--- src/rtl/sha1_pkg.sv ---
// shared types, constants and helpers of the sha-1 hash engine
// used by sha1_ctrl, sha1_dp and sha1_hash_engine_top; no dependencies
package sha1_pkg;

    localparam int WORD_W   = 32;
    localparam int BYTE_W   = 8;
    localparam int BLOCK_W  = 512;
    localparam int NWORDS   = 5;
    localparam int ROUNDS   = 80;
    localparam int ROUND_W  = 7;
    localparam int POS_W    = 6;
    localparam int LEN_W    = 64;
    localparam int IDX_W    = 3;

    localparam logic [ROUND_W-1:0] LAST_ROUND = ROUND_W'(ROUNDS - 1);
    localparam logic [POS_W-1:0]   POS_FULL   = '1;
    localparam logic [POS_W-1:0]   POS_LEN    = 6'd56;
    localparam logic [IDX_W-1:0]   LAST_WORD  = IDX_W'(NWORDS - 1);
    localparam logic [IDX_W-1:0]   LAST_LEN   = '1;

    localparam logic [BYTE_W-1:0]  PAD_BYTE   = 8'h80;
    localparam logic [LEN_W-1:0]   BITS_PER_BYTE = 64'd8;

    localparam logic [WORD_W-1:0] IV [NWORDS] = '{
        32'h67452301, 32'hEFCDAB89, 32'h98BADCFE, 32'h10325476, 32'hC3D2E1F0
    };

    localparam logic [WORD_W-1:0] K0 = 32'h5A827999;
    localparam logic [WORD_W-1:0] K1 = 32'h6ED9EBA1;
    localparam logic [WORD_W-1:0] K2 = 32'h8F1BBCDC;
    localparam logic [WORD_W-1:0] K3 = 32'hCA62C1D6;

    // controller states, one-hot
    typedef enum logic [6:0] {
        ST_IDLE   = 7'b0000001,
        ST_PAD80  = 7'b0000010,
        ST_ZERO   = 7'b0000100,
        ST_LEN    = 7'b0001000,
        ST_ROUND  = 7'b0010000,
        ST_ADD    = 7'b0100000,
        ST_DIGEST = 7'b1000000
    } state_t;

    // source of the byte shifted into the block
    typedef enum logic [1:0] {
        SEL_MSG  = 2'd0,
        SEL_PAD  = 2'd1,
        SEL_ZERO = 2'd2,
        SEL_LEN  = 2'd3
    } byte_sel_t;

    typedef struct packed {
        logic               put;
        byte_sel_t          byte_sel;
        logic [IDX_W-1:0]   len_idx;
        logic               add_len;
        logic               load_rounds;
        logic               round;
        logic [ROUND_W-1:0] round_idx;
        logic               add_h;
        logic               emit;
    } cmd_t;

    typedef struct packed {
        logic pos_full;
        logic pos_at_len;
        logic out_busy;
    } status_t;

    // round constant for each group of twenty rounds
    function automatic logic [WORD_W-1:0] round_k(input logic [ROUND_W-1:0] r);
        logic [WORD_W-1:0] k;
        if (r < 7'd20) begin
            k = K0;
        end else if (r < 7'd40) begin
            k = K1;
        end else if (r < 7'd60) begin
            k = K2;
        end else begin
            k = K3;
        end
        return k;
    endfunction

    function automatic logic [WORD_W-1:0] rotl(input logic [WORD_W-1:0] x,
                                               input int unsigned n);
        return (x << n) | (x >> (WORD_W - n));
    endfunction

endpackage

--- src/rtl/sha1_hash_engine_top.sv ---
// top level of the streaming sha-1 hash engine
// instantiates sha1_ctrl and sha1_dp; depends on sha1_pkg
//
// channel  dir  tdata                               tuser      tlast
// s_       in   [7:0] data_byte                     has_byte   last
// m_       out  [31:0] digest_word, [34:32] index   -          last_word
//
// a byte that does not close a block is taken on its own; a byte that closes a block
// also starts a compression (intake, 80 rounds of the single round unit, add)
// finishing emits pad bytes one per cycle, pausing while a compression runs and before
// the length bytes, and runs one or two compressions before the digest is loaded
// the digest then leaves as five transfers from the output stage while the
// next message is already taken; a second digest waits until it drains
// aresetn is synchronous, active low, and restores the initial vector
module sha1_hash_engine_top
    import sha1_pkg::*;
(
    input  logic        aclk,
    input  logic        aresetn,
    // input bytes
    input  logic        s_tvalid,
    output logic        s_tready,
    input  logic [7:0]  s_tdata,   // [7:0] data_byte
    input  logic        s_tuser,   // [0] has_byte
    input  logic        s_tlast,   // message end
    // digest words
    output logic        m_tvalid,
    input  logic        m_tready,
    output logic [39:0] m_tdata,   // [31:0] digest_word, [34:32] word_index, rest zero
    output logic        m_tlast    // last_word
);

    cmd_t              cmd;
    status_t           status;
    logic [WORD_W-1:0] out_word;
    logic [IDX_W-1:0]  out_idx;

    // controller sees only valid items; acceptance is tvalid with tready
    sha1_ctrl u_ctrl (
        .aclk        (aclk),
        .aresetn     (aresetn),
        .in_valid    (s_tvalid),
        .in_has_byte (s_tuser),
        .in_last     (s_tlast),
        .in_ready    (s_tready),
        .status      (status),
        .cmd         (cmd)
    );

    sha1_dp u_dp (
        .aclk      (aclk),
        .aresetn   (aresetn),
        .cmd       (cmd),
        .status    (status),
        .in_byte   (s_tdata),
        .out_valid (m_tvalid),
        .out_ready (m_tready),
        .out_word  (out_word),
        .out_idx   (out_idx),
        .out_last  (m_tlast)
    );

    // pack the result fields, zero fill to whole bytes
    assign m_tdata = {5'b00000, out_idx, out_word};

endmodule

--- src/rtl/sha1_ctrl.sv ---
// sequencer of the sha-1 engine: byte intake, padding, rounds, digest hand-off
// depends on sha1_pkg
module sha1_ctrl
    import sha1_pkg::*;
(
    input  logic    aclk,
    input  logic    aresetn,
    input  logic    in_valid,
    input  logic    in_has_byte,
    input  logic    in_last,
    output logic    in_ready,
    input  status_t status,
    output cmd_t    cmd
);

    state_t             state_reg, state_next;
    state_t             resume_reg, resume_next;
    logic [ROUND_W-1:0] round_reg, round_next;
    logic [IDX_W-1:0]   len_idx_reg, len_idx_next;

    assign in_ready = (state_reg == ST_IDLE);

    always_comb begin
        state_next   = state_reg;
        resume_next  = resume_reg;
        round_next   = round_reg;
        len_idx_next = len_idx_reg;
        cmd          = '0;
        cmd.byte_sel = SEL_MSG;
        cmd.len_idx  = len_idx_reg;
        cmd.round_idx = round_reg;
        case (state_reg)
            ST_IDLE: begin
                if (in_valid) begin
                    if (in_has_byte) begin
                        cmd.put     = 1'b1;
                        cmd.add_len = 1'b1;
                        if (status.pos_full) begin
                            cmd.load_rounds = 1'b1;
                            state_next  = ST_ROUND;
                            resume_next = in_last ? ST_PAD80 : ST_IDLE;
                        end else if (in_last) begin
                            state_next = ST_PAD80;
                        end
                    end else if (in_last) begin
                        state_next = ST_PAD80;
                    end
                end
            end
            ST_PAD80: begin
                cmd.put      = 1'b1;
                cmd.byte_sel = SEL_PAD;
                if (status.pos_full) begin
                    cmd.load_rounds = 1'b1;
                    state_next  = ST_ROUND;
                    resume_next = ST_ZERO;
                end else begin
                    state_next = ST_ZERO;
                end
            end
            ST_ZERO: begin
                if (status.pos_at_len) begin
                    state_next   = ST_LEN;
                    len_idx_next = '0;
                end else begin
                    cmd.put      = 1'b1;
                    cmd.byte_sel = SEL_ZERO;
                    if (status.pos_full) begin
                        cmd.load_rounds = 1'b1;
                        state_next  = ST_ROUND;
                        resume_next = ST_ZERO;
                    end
                end
            end
            ST_LEN: begin
                cmd.put      = 1'b1;
                cmd.byte_sel = SEL_LEN;
                if (len_idx_reg == LAST_LEN) begin
                    cmd.load_rounds = 1'b1;
                    state_next  = ST_ROUND;
                    resume_next = ST_DIGEST;
                end else begin
                    len_idx_next = len_idx_reg + 1'b1;
                end
            end
            ST_ROUND: begin
                cmd.round = 1'b1;
                if (round_reg == LAST_ROUND) begin
                    round_next = '0;
                    state_next = ST_ADD;
                end else begin
                    round_next = round_reg + 1'b1;
                end
            end
            ST_ADD: begin
                cmd.add_h  = 1'b1;
                state_next = resume_reg;
            end
            ST_DIGEST: begin
                if (!status.out_busy) begin
                    cmd.emit   = 1'b1;
                    state_next = ST_IDLE;
                end
            end
            default: begin
                state_next = ST_IDLE;
            end
        endcase
    end

    always_ff @(posedge aclk) begin
        if (!aresetn) begin
            state_reg   <= ST_IDLE;
            resume_reg  <= ST_IDLE;
            round_reg   <= '0;
            len_idx_reg <= '0;
        end else begin
            state_reg   <= state_next;
            resume_reg  <= resume_next;
            round_reg   <= round_next;
            len_idx_reg <= len_idx_next;
        end
    end

`ifndef NO_ASSERTIONS
    // a compression always returns to the point that started it
    a_add_resumes: assert property (@(posedge aclk) disable iff (!aresetn)
        (state_reg == ST_ADD) |=> (state_reg == $past(resume_reg)))
        else $error("add step did not resume the saved state");

    // the last length byte always closes a block
    a_len_closes_block: assert property (@(posedge aclk) disable iff (!aresetn)
        (state_reg == ST_LEN && len_idx_reg == LAST_LEN) |-> status.pos_full)
        else $error("length bytes not aligned to block end");

    // rounds only start right after a block load
    a_round_start: assert property (@(posedge aclk) disable iff (!aresetn)
        $rose(state_reg == ST_ROUND) |-> ($past(cmd.load_rounds) && round_reg == '0))
        else $error("rounds started without a block load");
`endif

endmodule

--- src/rtl/sha1_dp.sv ---
// sha-1 datapath: block shift register, round unit, chaining words, length
// counter and the digest output stage; depends on sha1_pkg
module sha1_dp
    import sha1_pkg::*;
(
    input  logic              aclk,
    input  logic              aresetn,
    input  cmd_t              cmd,
    output status_t           status,
    input  logic [BYTE_W-1:0] in_byte,
    output logic              out_valid,
    input  logic              out_ready,
    output logic [WORD_W-1:0] out_word,
    output logic [IDX_W-1:0]  out_idx,
    output logic              out_last
);

    logic [BLOCK_W-1:0]        blk_reg;
    logic [WORD_W-1:0]         a_reg, b_reg, c_reg, d_reg, e_reg;
    logic [WORD_W-1:0]         h_reg [NWORDS];
    logic [POS_W-1:0]          pos_reg;
    logic [LEN_W-1:0]          len_reg;
    logic [NWORDS*WORD_W-1:0]  out_data_reg;
    logic [IDX_W-1:0]          out_idx_reg;
    logic                      out_valid_reg;

    logic [BYTE_W-1:0] put_byte;
    logic [5:0]        len_base;
    logic [WORD_W-1:0] w0, w2, w8, w13, w_new, f, t;

    // byte source
    assign len_base = {~cmd.len_idx, 3'b000};
    always_comb begin
        case (cmd.byte_sel)
            SEL_MSG:  put_byte = in_byte;
            SEL_PAD:  put_byte = PAD_BYTE;
            SEL_ZERO: put_byte = '0;
            SEL_LEN:  put_byte = len_reg[len_base +: BYTE_W];
            default:  put_byte = '0;
        endcase
    end

    // message schedule taps on the block window
    assign w0    = blk_reg[BLOCK_W-1 -: WORD_W];
    assign w2    = blk_reg[BLOCK_W-1-2*WORD_W -: WORD_W];
    assign w8    = blk_reg[BLOCK_W-1-8*WORD_W -: WORD_W];
    assign w13   = blk_reg[BLOCK_W-1-13*WORD_W -: WORD_W];
    assign w_new = rotl(w13 ^ w8 ^ w2 ^ w0, 1);

    always_comb begin
        if (cmd.round_idx < 7'd20) begin
            f = (b_reg & c_reg) | (~b_reg & d_reg);
        end else if (cmd.round_idx >= 7'd40 && cmd.round_idx < 7'd60) begin
            f = (b_reg & c_reg) | (b_reg & d_reg) | (c_reg & d_reg);
        end else begin
            f = b_reg ^ c_reg ^ d_reg;
        end
    end

    assign t = rotl(a_reg, 5) + f + e_reg + round_k(cmd.round_idx) + w0;

    always_ff @(posedge aclk) begin
        if (cmd.put) begin
            blk_reg <= {blk_reg[BLOCK_W-BYTE_W-1:0], put_byte};
        end else if (cmd.round) begin
            blk_reg <= {blk_reg[BLOCK_W-WORD_W-1:0], w_new};
        end
        if (cmd.load_rounds) begin
            a_reg <= h_reg[0];
            b_reg <= h_reg[1];
            c_reg <= h_reg[2];
            d_reg <= h_reg[3];
            e_reg <= h_reg[4];
        end else if (cmd.round) begin
            a_reg <= t;
            b_reg <= a_reg;
            c_reg <= rotl(b_reg, 30);
            d_reg <= c_reg;
            e_reg <= d_reg;
        end
        if (cmd.emit) begin
            out_data_reg <= {h_reg[0], h_reg[1], h_reg[2], h_reg[3], h_reg[4]};
        end else if (out_valid_reg && out_ready) begin
            out_data_reg <= {out_data_reg[(NWORDS-1)*WORD_W-1:0], {WORD_W{1'b0}}};
        end
    end

    always_ff @(posedge aclk) begin
        if (!aresetn) begin
            for (int i = 0; i < NWORDS; i++) begin
                h_reg[i] <= IV[i];
            end
            pos_reg       <= '0;
            len_reg       <= '0;
            out_idx_reg   <= '0;
            out_valid_reg <= 1'b0;
        end else begin
            if (cmd.put) begin
                pos_reg <= pos_reg + 1'b1;
            end
            if (cmd.emit) begin
                for (int i = 0; i < NWORDS; i++) begin
                    h_reg[i] <= IV[i];
                end
                len_reg       <= '0;
                out_idx_reg   <= '0;
                out_valid_reg <= 1'b1;
            end else begin
                if (cmd.add_h) begin
                    h_reg[0] <= h_reg[0] + a_reg;
                    h_reg[1] <= h_reg[1] + b_reg;
                    h_reg[2] <= h_reg[2] + c_reg;
                    h_reg[3] <= h_reg[3] + d_reg;
                    h_reg[4] <= h_reg[4] + e_reg;
                end
                if (cmd.add_len) begin
                    len_reg <= len_reg + BITS_PER_BYTE;
                end
                if (out_valid_reg && out_ready) begin
                    out_idx_reg <= out_idx_reg + 1'b1;
                    if (out_idx_reg == LAST_WORD) begin
                        out_valid_reg <= 1'b0;
                    end
                end
            end
        end
    end

    assign status.pos_full   = (pos_reg == POS_FULL);
    assign status.pos_at_len = (pos_reg == POS_LEN);
    assign status.out_busy   = out_valid_reg;

    assign out_valid = out_valid_reg;
    assign out_word  = out_data_reg[NWORDS*WORD_W-1 -: WORD_W];
    assign out_idx   = out_idx_reg;
    assign out_last  = (out_idx_reg == LAST_WORD);

`ifndef NO_ASSERTIONS
    // the output stage drains only after the fifth word
    a_drain_after_last: assert property (@(posedge aclk) disable iff (!aresetn)
        $fell(out_valid_reg) |-> ($past(out_idx_reg) == LAST_WORD && $past(out_ready)))
        else $error("digest output ended early");

    // a new digest is never loaded over one still being sent
    a_emit_when_free: assert property (@(posedge aclk) disable iff (!aresetn)
        cmd.emit |-> !out_valid_reg)
        else $error("digest overwritten before transfer");

    // after a digest the next message starts on a block boundary
    a_emit_aligned: assert property (@(posedge aclk) disable iff (!aresetn)
        cmd.emit |-> (pos_reg == '0))
        else $error("block position not cleared at digest");
`endif

endmodule
--- config.mk ---
export PLATFORM = sky130hd
export DESIGN_NAME = sha1_hash_engine_top
export DESIGN_NICKNAME = d
export VERILOG_FILES = /design/src/rtl/sha1_pkg.sv /design/src/rtl/sha1_hash_engine_top.sv /design/src/rtl/sha1_ctrl.sv /design/src/rtl/sha1_dp.sv
export SDC_FILE = /design/constraint.sdc
export NUM_CORES = 2
export LEC_CHECK = 0
export CAP_MARGIN = 20
export CORE_MARGIN = 1
export CORE_UTILIZATION = 59
export DETAILED_ROUTE_END_ITERATION = 8
export DONT_BUFFER_PORTS = 1
export PLACE_DENSITY = 0.78
export SYNTH_ARGS = -nofsm -noshare
export SYNTH_HDL_FRONTEND = slang
export SYNTH_HIERARCHICAL = 1
export SYNTH_SLANG_ARGS = --single-unit
export TNS_END_PERCENT = 100
--- constraint.sdc ---
create_clock -name aclk -period 13.4 [get_ports aclk]
set_input_delay 2.01 -clock aclk [delete_from_list [all_inputs] [get_ports aclk]]
set_output_delay 2.01 -clock aclk [all_outputs]
set_load 0.05 [all_outputs]
==> results.txt <==
Sorting the synthesized cells by area gives the leading types as sky130_fd_sc_hd__edfxtp_1 50%, sky130_fd_sc_hd__mux2_2 14%, sky130_fd_sc_hd__ha_1 4.2%. The number of hold-slack violations in the final timing report is 0. In this run the power density over the cells is 138 nW/µm². In the post-synthesis netlist, the cell with the most instances is sky130_fd_sc_hd__edfxtp_1. The post-layout minimum cycle time came out at 6.54 ns.

The end-of-flow core utilization came out at 64.8%. The number of DRC violations after detailed routing is 0. The critical path in this run is classified as reg2reg.

The synthesized netlist occupies a cell area of 59300 µm². The share of layout cells above drive strength 1 is 21.3%. The overall fraction of global-route tracks in use came out at 25.7%. In this run the count of I/O pins placed on the die edge is 57.

The final setup violation count came out at 0. The number of enable-type register cells in the synthesized netlist came out at 992. The count of input and output buffers came out at 0.

The worst hold path begins at u_ctrl/resume_reg[6]. Compared with the post-synthesis result, the final layout area differs by 8.21%. The total overflow left after global routing is 0.

The final layout contains 4963 nets. The highest net fanout along the worst path is 35. The post-DP HPWL is 89900 µm. The flip-flop count of the largest register, all copies and words added came out at 512. The total area inside the core boundary comes to 99000 µm².

The synthesized area per cell came out at 12.7 µm². The reported leakage power came out at 0.0227 µW. In this run the clock root is driven by a sky130_fd_sc_hd__clkbuf_16. The clock insertion delay at the later pin of the skew report came out at 0.72 ns. The post-cts hold buffer count came out at 0.

The setup slack of the most critical reg-to-reg path came out at 6.86 ns. The hold slack came out at 0.467 ns. The via count of the first global-routing pass came to 36.4k. The run finished with clean final reports.

For this configuration, the core starts out at a cell density of 59.9%. The hold-critical path depth is 2. The max-cap check violation count came out at 0. The register clock-pin slew on the reported worst setup and hold paths came out at 0.06 ns. The share of the cycle needed by the critical path after routing came out at 48.8%. The floorplan step set the die width to 319 µm. The element type at the critical path start is a register. After detailed routing, the number of vias per cell comes to 6.12. The number of cells on the worst reg-to-reg path is 25.

The register area came out at 31600 µm². The post-layout instance area is 64200 µm². The post-placement cell area came out at 60400 µm². The synthesized flop and latch total came out at 1084. Fill cells in the final layout number 7252.

TritonCTS built the clock tree. The first routing iteration left 3372 violations. The routability-driven placement congestion ratio is 0.962. The arrival time of the worst setup path came out at 6.97 ns.

In the synthesized netlist the dominant register cell turns out to be sky130_fd_sc_hd__edfxtp_1. STA puts the critical path data required time at 13.83 ns. Yosys printed 6 warnings. The setup clock skew after layout is 0.0296 ns. The number of setup buffers added after CTS is 0.

By count the netlist is led by 992 x sky130_fd_sc_hd__edfxtp_1, 744 x sky130_fd_sc_hd__mux2_2, 354 x sky130_fd_sc_hd__nand2_1. The die extent in y came out at 319 µm. The number of vias in the routed layout is 36.8k.

The clock net sink count came out at 1084. The fraction of registers with async set or reset after synthesis came out at 0%. The largest voltage drop on the vdd net came out at 0.123 mV. The startpoint identified for the worst register-to-register timing path is u_ctrl/round_reg[5].

In this run the critical register-to-register path is captured at u_dp/a_reg[31]. The initial antenna violation count is 1. The proportion of netlist area held by the largest area contributor came out at 50.2%.

The setup total negative slack came out at 0 ns. The endpoint kind of the worst setup timing path is a register. Setup repair after global routing left no endpoint under its margin.

The path with the worst hold slack has its endpoint at u_ctrl/resume_reg[6]. The area of combinational cells with multiple inputs is 25800 µm². The number of resized instances in the post-cts repair step came out at 0. The count of H-tree levels built during CTS is 3. The wire length per cell came out at 21.9 µm. The final routed wirelength across all metal layers came out at 131000 µm. The biggest area contributor in the post-synthesis netlist is sky130_fd_sc_hd__edfxtp_1. The worst-margin pin slew came out at 1.15 ns. The maximum clock insertion buffer count came out at 3.

The wire length of the first global-routing pass came out at 205000 µm. The site row count is 115. The number of distinct standard cells referenced by the synthesized netlist is 90.

The total count of max-transition violations in the final report was 0. The antenna violation net count after detailed routing came out at 0. The worst setup slack after placement came out at 6.95 ns. The path class of the tightest hold or removal check is reg2reg. The number of standard cells after synthesis is 4679.

The share of the Yosys chip area taken by registers is 53.3%. The maximum clock frequency is 153 MHz. The largest net degree at the start of global routing came out at 194.

The tightest slew margin relative to the limit is 23.3%. Clock tree synthesis inserted a total of 112 buffers. The number of iterations in the first detailed-routing pass came out at 7. The full die area came out at 102000 µm². Across all setup checks in the final design, the least slack found is 6.86 ns.
placed cells by master, fill, tap and decap left out, types with 36 or more instances in the layout:
cell type,netlist,layout
sky130_fd_sc_hd__clkbuf_16,0,114
sky130_fd_sc_hd__ha_1,201,201
sky130_fd_sc_hd__nand2_1,354,352
sky130_fd_sc_hd__a21oi_1,169,169
sky130_fd_sc_hd__nand3_1,75,75
sky130_fd_sc_hd__xor2_1,135,135
sky130_fd_sc_hd__xnor2_1,176,176
sky130_fd_sc_hd__nor3_1,39,39
sky130_fd_sc_hd__o21ai_0,192,192
sky130_fd_sc_hd__and2_1,48,48
sky130_fd_sc_hd__inv_1,278,278
sky130_fd_sc_hd__fa_1,125,125
sky130_fd_sc_hd__mux2_2,744,744
sky130_fd_sc_hd__nor2b_1,37,36
sky130_fd_sc_hd__edfxtp_1,992,992
sky130_fd_sc_hd__a21o_1,64,64
sky130_fd_sc_hd__dfxtp_1,92,92
sky130_fd_sc_hd__nor2_1,269,267
per-layer routing:
metal  up-vias  part of all wire (%)  global-route usage (%)
met5         -                     0                       0
li1      17005                     -                       -
met2      1305                    47                    41.4
met4         0                   3.2                    8.59
met1     18216                    43                    36.1
met3       224                   6.5                    3.40
power breakdown:
group          internal [µW]  leakage [µW]  switching [µW]  total (µW)
clock network           1880       0.00188            1350        3230
logic                    637        0.0110             723        1360
registers               4100       0.00984             163        4270
cells by family (layout without fill, tap and decap cells):
kind of cell	count (synthesis)	in the layout	synth area share, %
buf+inv	487	522	3.38
compound gates	693	693	7.34
other cells	1	6	0.00632
xor+xnor	311	311	4.59
simple gates	1005	1005	8.03
mux	772	772	14.9
fa+ha+maj	326	326	8.46
flops	1084	1084	53.3
worst max path at each step:
stage          slack (ns)               to           startpoint  cells after the start
2_1_floorplan        3.22  u_dp/blk_reg[0]             s_tvalid                      7
3_3_place_gp         7.11   u_dp/a_reg[28]  u_ctrl/round_reg[2]                     24
3_5_place_dp         6.95   u_dp/a_reg[31]  u_ctrl/round_reg[5]                     25
4_1_cts              6.95   u_dp/a_reg[28]  u_ctrl/round_reg[2]                     24
5_1_grt              6.48   u_dp/a_reg[31]  u_ctrl/round_reg[5]                     25
6_report             6.86   u_dp/a_reg[31]  u_ctrl/round_reg[5]                     25
critical path: stages, from the launching register on:
cell and delay [ns]:
sky130_fd_sc_hd__dfxtp_1 0.48, sky130_fd_sc_hd__a41oi_1 0.15, sky130_fd_sc_hd__buf_4 0.21, sky130_fd_sc_hd__nand2_1 0.07, sky130_fd_sc_hd__buf_4 0.40, sky130_fd_sc_hd__clkinv_1 0.12, sky130_fd_sc_hd__buf_4 0.30, sky130_fd_sc_hd__nand2_1 0.12
sky130_fd_sc_hd__nand3_1 0.07, sky130_fd_sc_hd__o21ai_0 0.15, sky130_fd_sc_hd__fa_1 0.49, sky130_fd_sc_hd__fa_1 0.50, sky130_fd_sc_hd__fa_1 0.51, sky130_fd_sc_hd__inv_1 0.04, sky130_fd_sc_hd__ha_1 0.23, sky130_fd_sc_hd__inv_1 0.08
sky130_fd_sc_hd__fa_1 0.21, sky130_fd_sc_hd__nor2b_1 0.07, sky130_fd_sc_hd__o31a_1 0.30, sky130_fd_sc_hd__o2111ai_1 0.31, sky130_fd_sc_hd__a21boi_1 0.21, sky130_fd_sc_hd__a221oi_2 0.40, sky130_fd_sc_hd__o21ai_1 0.22, sky130_fd_sc_hd__a221oi_1 0.37
sky130_fd_sc_hd__xnor2_1 0.16, sky130_fd_sc_hd__o21ai_1 0.07
cell type report:
type	instances	area share, %
clock inverter	77	1.34
tap	1287	2.51
sequential	1084	49.3
inverter	280	1.64
multi-input combinational	3112	40.1
clock buffer	132	4.63
timing repair buffer	33	0.483
antenna	1	0.00390
per-stage QoR:
stage               power (µW)  instances
global placement          5640       5796
detailed placement        5680       5796
floorplan                 5410       4683
global route              9200       6005
finish                    8860       6006
CTS                       8920       6005
No activity file was read; power rests on OpenSTA's default activity.
